### config.mk
export PLATFORM = sky130hd
export DESIGN_NAME = bssi_ctrl
export DESIGN_NICKNAME = d
export VERILOG_FILES = /design/src/sv/bssi_pkg.sv /design/src/sv/bssi_ctrl.sv
export SDC_FILE = /design/constraint.sdc
export NUM_CORES = 1
export LEC_CHECK = 0
export ABC_AREA = 1
export BUFFER_PORTS_ARGS = -buffer_cell sky130_fd_sc_hd__clkbuf_2
export CAP_MARGIN = 0
export CORE_UTILIZATION = 30
export DETAILED_ROUTE_END_ITERATION = 10
export PLACE_DENSITY_LB_ADDON = 0.12
export SLEW_MARGIN = 15
export SYNTH_ARGS = -nofsm -noshare
export SYNTH_HDL_FRONTEND = slang
export SYNTH_SLANG_ARGS = --single-unit
### constraint.sdc
create_clock -name clk -period 2.5 [get_ports clk]
set_input_delay 0.125 -clock clk [delete_from_list [all_inputs] [get_ports clk]]
set_output_delay 0.125 -clock clk [all_outputs]
set_load 0.02 [all_outputs]
### src/sv/bssi_pkg.sv
// ----------------------------------------------------------------------------
// bssi_pkg
// Shared sizes, register indexes, result codes and the command and status
// bundles that join the controller to the datapath.
// ----------------------------------------------------------------------------
package bssi_pkg;

  // list geometry
  localparam int NUM_LAYERS        = 23;
  localparam int ENTRIES_PER_LAYER = 64;
  localparam int LAYER_SPAN        = 10000;

  // fixed field widths
  localparam int ID_W       = 18;
  localparam int LAYER_W    = 5;
  localparam int COUNT_W    = 7;
  localparam int POSITION_W = 6;
  localparam int STATUS_W   = 3;

  // internal widths that follow from the geometry
  localparam int LAY_W  = (NUM_LAYERS > 1) ? $clog2(NUM_LAYERS) : 1;
  localparam int OFF_W  = $clog2(ENTRIES_PER_LAYER);
  localparam int CNT_W  = $clog2(ENTRIES_PER_LAYER + 1);
  localparam int ADDR_W = $clog2(NUM_LAYERS * ENTRIES_PER_LAYER);
  localparam int MEM_DEPTH = NUM_LAYERS * ENTRIES_PER_LAYER;

  // register reset values
  localparam logic [ID_W-1:0] LOWEST_RESET  = 18'd50000;
  localparam logic [ID_W-1:0] HIGHEST_RESET = 18'd221479;

  // register indexes
  localparam logic CFG_LOWEST  = 1'b0;
  localparam logic CFG_HIGHEST = 1'b1;

  // result codes
  localparam logic [STATUS_W-1:0] ST_INSERTED   = 3'd0;
  localparam logic [STATUS_W-1:0] ST_PRESENT    = 3'd1;
  localparam logic [STATUS_W-1:0] ST_OUT_RANGE  = 3'd2;
  localparam logic [STATUS_W-1:0] ST_FULL       = 3'd3;
  localparam logic [STATUS_W-1:0] ST_READ_OK    = 3'd4;
  localparam logic [STATUS_W-1:0] ST_READ_EMPTY = 3'd5;

  // commands from the controller
  typedef struct packed {
    logic                item_load;
    logic                decode;
    logic                lookup;
    logic                scan_start;
    logic                scan_step;
    logic                scan_end;
    logic                pos_clear;
    logic                shift_start;
    logic                shift_step;
    logic                write_new;
    logic                rd_issue;
    logic                val_load;
    logic                res_load;
    logic [STATUS_W-1:0] res_code;
    logic                res_blank;
  } cmd_t;

  // status back to the controller
  typedef struct packed {
    logic kind;
    logic lay_ok;
    logic cnt_zero;
    logic rd_ok;
    logic hit_ge;
    logic hit_eq;
    logic scan_last;
    logic dup;
    logic full;
    logic pos_at_end;
    logic shift_last;
  } st_t;

endpackage

### src/sv/bssi_ctrl.sv
// ----------------------------------------------------------------------------
// bssi_ctrl
// Sequencer for one word at a time: decode, list scan, shift, final write,
// entry read and result hand-off. Holds the result valid flag.
// ----------------------------------------------------------------------------
module bssi_ctrl (
  input  logic            clk,
  input  logic            rst,
  input  logic            item_valid,
  output logic            item_stall,
  output logic            result_valid,
  input  logic            result_stall,
  input  bssi_pkg::st_t   st,
  output bssi_pkg::cmd_t  cmd
);

  localparam logic [3:0] S_IDLE   = 4'd0;
  localparam logic [3:0] S_DECODE = 4'd1;
  localparam logic [3:0] S_LOOKUP = 4'd2;
  localparam logic [3:0] S_BRANCH = 4'd3;
  localparam logic [3:0] S_SCAN   = 4'd4;
  localparam logic [3:0] S_DECIDE = 4'd5;
  localparam logic [3:0] S_SHIFT  = 4'd6;
  localparam logic [3:0] S_WRITE  = 4'd7;
  localparam logic [3:0] S_RDWAIT = 4'd8;
  localparam logic [3:0] S_DONE   = 4'd9;

  logic [3:0]                    state, state_next;
  logic [bssi_pkg::STATUS_W-1:0] code, code_next;
  logic                          blank, blank_next;
  logic                          result_free;

  assign item_stall  = (state != S_IDLE);
  assign result_free = !result_valid || !result_stall;

  // next state and commands
  always_comb begin
    cmd        = '0;
    state_next = state;
    code_next  = code;
    blank_next = blank;
    unique case (state)
      S_IDLE: begin
        if (item_valid) begin
          cmd.item_load = 1'b1;
          state_next    = S_DECODE;
        end
      end
      S_DECODE: begin
        cmd.decode = 1'b1;
        state_next = S_LOOKUP;
      end
      S_LOOKUP: begin
        cmd.lookup = 1'b1;
        state_next = S_BRANCH;
      end
      S_BRANCH: begin
        if (!st.kind) begin
          if (!st.lay_ok) begin
            code_next  = bssi_pkg::ST_OUT_RANGE;
            blank_next = 1'b1;
            state_next = S_DONE;
          end else if (st.cnt_zero) begin
            cmd.pos_clear = 1'b1;
            state_next    = S_DECIDE;
          end else begin
            cmd.scan_start = 1'b1;
            state_next     = S_SCAN;
          end
        end else begin
          if (!st.lay_ok) begin
            code_next  = bssi_pkg::ST_READ_EMPTY;
            blank_next = 1'b1;
            state_next = S_DONE;
          end else if (st.rd_ok) begin
            cmd.rd_issue = 1'b1;
            state_next   = S_RDWAIT;
          end else begin
            code_next  = bssi_pkg::ST_READ_EMPTY;
            blank_next = 1'b0;
            state_next = S_DONE;
          end
        end
      end
      S_SCAN: begin
        if (st.hit_ge || st.scan_last) begin
          cmd.scan_end = 1'b1;
          state_next   = S_DECIDE;
        end else begin
          cmd.scan_step = 1'b1;
        end
      end
      S_DECIDE: begin
        blank_next = 1'b0;
        if (st.dup) begin
          code_next  = bssi_pkg::ST_PRESENT;
          state_next = S_DONE;
        end else if (st.full) begin
          code_next  = bssi_pkg::ST_FULL;
          state_next = S_DONE;
        end else if (st.pos_at_end) begin
          state_next = S_WRITE;
        end else begin
          cmd.shift_start = 1'b1;
          state_next      = S_SHIFT;
        end
      end
      S_SHIFT: begin
        cmd.shift_step = 1'b1;
        if (st.shift_last) begin
          state_next = S_WRITE;
        end
      end
      S_WRITE: begin
        cmd.write_new = 1'b1;
        code_next     = bssi_pkg::ST_INSERTED;
        blank_next    = 1'b0;
        state_next    = S_DONE;
      end
      S_RDWAIT: begin
        cmd.val_load = 1'b1;
        code_next    = bssi_pkg::ST_READ_OK;
        blank_next   = 1'b0;
        state_next   = S_DONE;
      end
      S_DONE: begin
        if (result_free) begin
          cmd.res_load = 1'b1;
          state_next   = S_IDLE;
        end
      end
      default: begin
        state_next = S_IDLE;
      end
    endcase
    cmd.res_code  = code;
    cmd.res_blank = blank;
  end

  // state and result flag
  always_ff @(posedge clk) begin
    if (rst) begin
      state        <= S_IDLE;
      code         <= bssi_pkg::ST_INSERTED;
      blank        <= 1'b0;
      result_valid <= 1'b0;
    end else begin
      state <= state_next;
      code  <= code_next;
      blank <= blank_next;
      if (cmd.res_load) begin
        result_valid <= 1'b1;
      end else if (!result_stall) begin
        result_valid <= 1'b0;
      end
    end
  end

endmodule

==> out/qor.txt <==
outcome - complete, no violations
Clock Sinks - 9
H-tree levels - 1
peak supply drop - 0.0002478 V
Post-Syn Instances - 123
largest net degree at the start of global routing - 7
fin crit period - 1.607 ns
Initial Util - 0.3309
HPWL Detailed - 1421 microns
Synth async-reset ratio - 0
crit-path max cell delay - 0.37 ns
worst path required time - 2.38 ns
nets - 174
Clock Latency Late Sink - 0.27 ns
CTS tree - yes
Worst path top cell family by delay - simple AND/OR/NAND/NOR gates
Crit. End Element - output port
main flop type after synthesis - dfxtp_1
PortBufs - 32
ANT nets after route - 0
Cell Area, Placed - 862.1 sq um
Placeable Area - 2042 sq um
DR vias/cell - 4.351
Least-Margin Pin Slew - 0.2761 ns
CP Class - flip-flop to output port
P&R area growth vs syn - 31.48%
post-cts sizing count - 0
Final Skew - 0.001234 ns
final instance area - 888.4 sq um
antenna cell count - 0
register area share after synthesis - 0.2667
f_max - 0.6224 GHz
vias - 805
Min-Delay Path Class - primary input to flip-flop
Slew HR - 0.8151
row cnt - 16
1st-iter DRT viols - 26
Leak Pwr - 0.5466 nW
setup violators final - 0
drt drc - 0
Hold Vio Cnt, Final - 0
Layout fillers - 255
FF+latch count, synth - 9
Synth cell types - 18
Synth Net Count - 138
crit-path cells - inv_1 -> nand2_1 -> nor2_1 -> nand2_1 -> nor2_1 -> clkbuf_2
DIE WIDTH - 49.46 microns
Setup crit start kind - flip-flop
Setup Fix Bufs, Post-CTS - 0
Power Density - 498.4 nW/um^2
layout cell share with drive strength beyond 1 - 0.2848
Critical Path Fanout Max - 6
DR WL/cell - 9.189 microns
Clock Path Buffers - 2
Post-Route WL - 1700 microns
Post-synth EDFFs - 0
setup TNS - 0 ns
Placer Congestion - 0.8267
grt ovf - 0
unrepaired setup endpoints after global routing - false
clock buffer count from CTS - 3
most frequent cell after synthesis - nand2_1
Clock transition at path regs - 0.06 ns
Final Max Slew Viols - 0
Critical Path Slowest Stage Cell - dfxtp_1
# IOs - 34
Pre-Repair DR Iteration Count - 4
yosys warns - 0
Post-CTS Hold Buffers - 0
max_cap viols - 0
first-pass GRT wire length - 2953 microns
Die Y - 49.46 microns
Synth area leader - dfxtp_1
Post-synth top cells - nand2_1 (34), nor2_1 (32), inv_1 (21)
full die area - 2446 sq um
Synth top area share - 0.2667
Total Power - 0.4427 mW
synth top area cells - dfxtp_1 (27%), nand2_1 (19%), nor2_1 (18%)
GRT Overall Usage - 0.1548
initial antenna violation count - 0
final period utilization - 0.6426
Post-Syn Area - 675.6 sq um
vias in the first global route - 695
worst path arrival time - 1.48 ns
Bufs and invs on worst path - 2
Root Buffer - clkbuf_4
post-synthesis average cell area - 5.493 sq um
## cells in the final DEF (no fill, tap or decap)
cell / n
a211oi_1: 1
a21oi_1: 3
a31oi_1: 1
and2_4: 1
clkbuf_1: 1
clkbuf_2: 32
clkbuf_4: 3
dfxtp_1: 9
inv_1: 21
inv_2: 2
nand2_1: 34
nand2_2: 4
nand3_1: 5
nand3_2: 1
nand4_1: 1
nor2_1: 32
nor2_2: 1
nor2_4: 1
o211ai_1: 3
o21ai_0: 2
## cells by family after synthesis
logic type | Yosys count | share of synthesized area
AO/OA/AOI/OAI | 10 | 0.09074
buffers and inverters | 24 | 0.1389
flip-flops | 9 | 0.2667
AND/OR/NAND/NOR | 80 | 0.5037
## report_power, final
part | internal [mW] | switching [mW] | leakage (nW)
clock | 0.0617 | 0.0541 | 0.0150
combinational | 0.0554 | 0.102 | 0.458
sequential | 0.157 | 0.0126 | 0.0732
total | 0.274 | 0.169 | 0.547
## final timing paths
check / cells past startpoint / slack [ns] / to / start
min reg2reg: 2 / 0.48 / blank / blank
min: 2 / 0.06 / state[1] / rst
max reg2reg: 8 / 1.15 / code[0] / state[1]
max: 6 / 0.89 / cmd[9] / state[1]
## final cells by class
type | count | area (sq um) | area share
well taps | 27 | 33.78 | 0.03803
repair buffers | 32 | 160.2 | 0.1803
inverters | 23 | 86.33 | 0.09718
multi-input cells | 90 | 401.6 | 0.4521
clock buffers | 4 | 26.28 | 0.02958
flip-flops and latches | 9 | 180.2 | 0.2028
## sequential cells by signal, indices dropped and copies added (netlist names)
register      flops
code              3
state             4
blank             1
result_valid      1
## worst register-to-register path, delay by kind of cell (launching register included)
kind,cells,cell delay (ns)
simple gates,7,0.78
flops,1,0.37
buf+inv,1,0.10
## metal layers
metal | part of all wire | global-route usage | vias up
met5 | 0 | 0 | -
met4 | 0.011 | 0.05714 | 0
met3 | 0.071 | 0.02778 | 2
met2 | 0.41 | 0.2306 | 28
met1 | 0.51 | 0.2201 | 331
li1 | - | - | 444
## metrics by stage
stage / worst slack, ns / hold WS, ns / std cells / util
2_1_floorplan: 1.139 / 0.1941 / 123 / -
3_3_place_gp: 1.173 / 0.3441 / 181 / 0.4222
3_5_place_dp: 1.172 / 0.3470 / 181 / 0.4222
4_1_cts: 0.8920 / 0.06493 / 185 / 0.4350
5_1_grt: 0.7871 / 0.06923 / 185 / 0.4350
6_report: 0.8934 / 0.05948 / 185 / 0.4350
(Power assumes the default switching activity.)
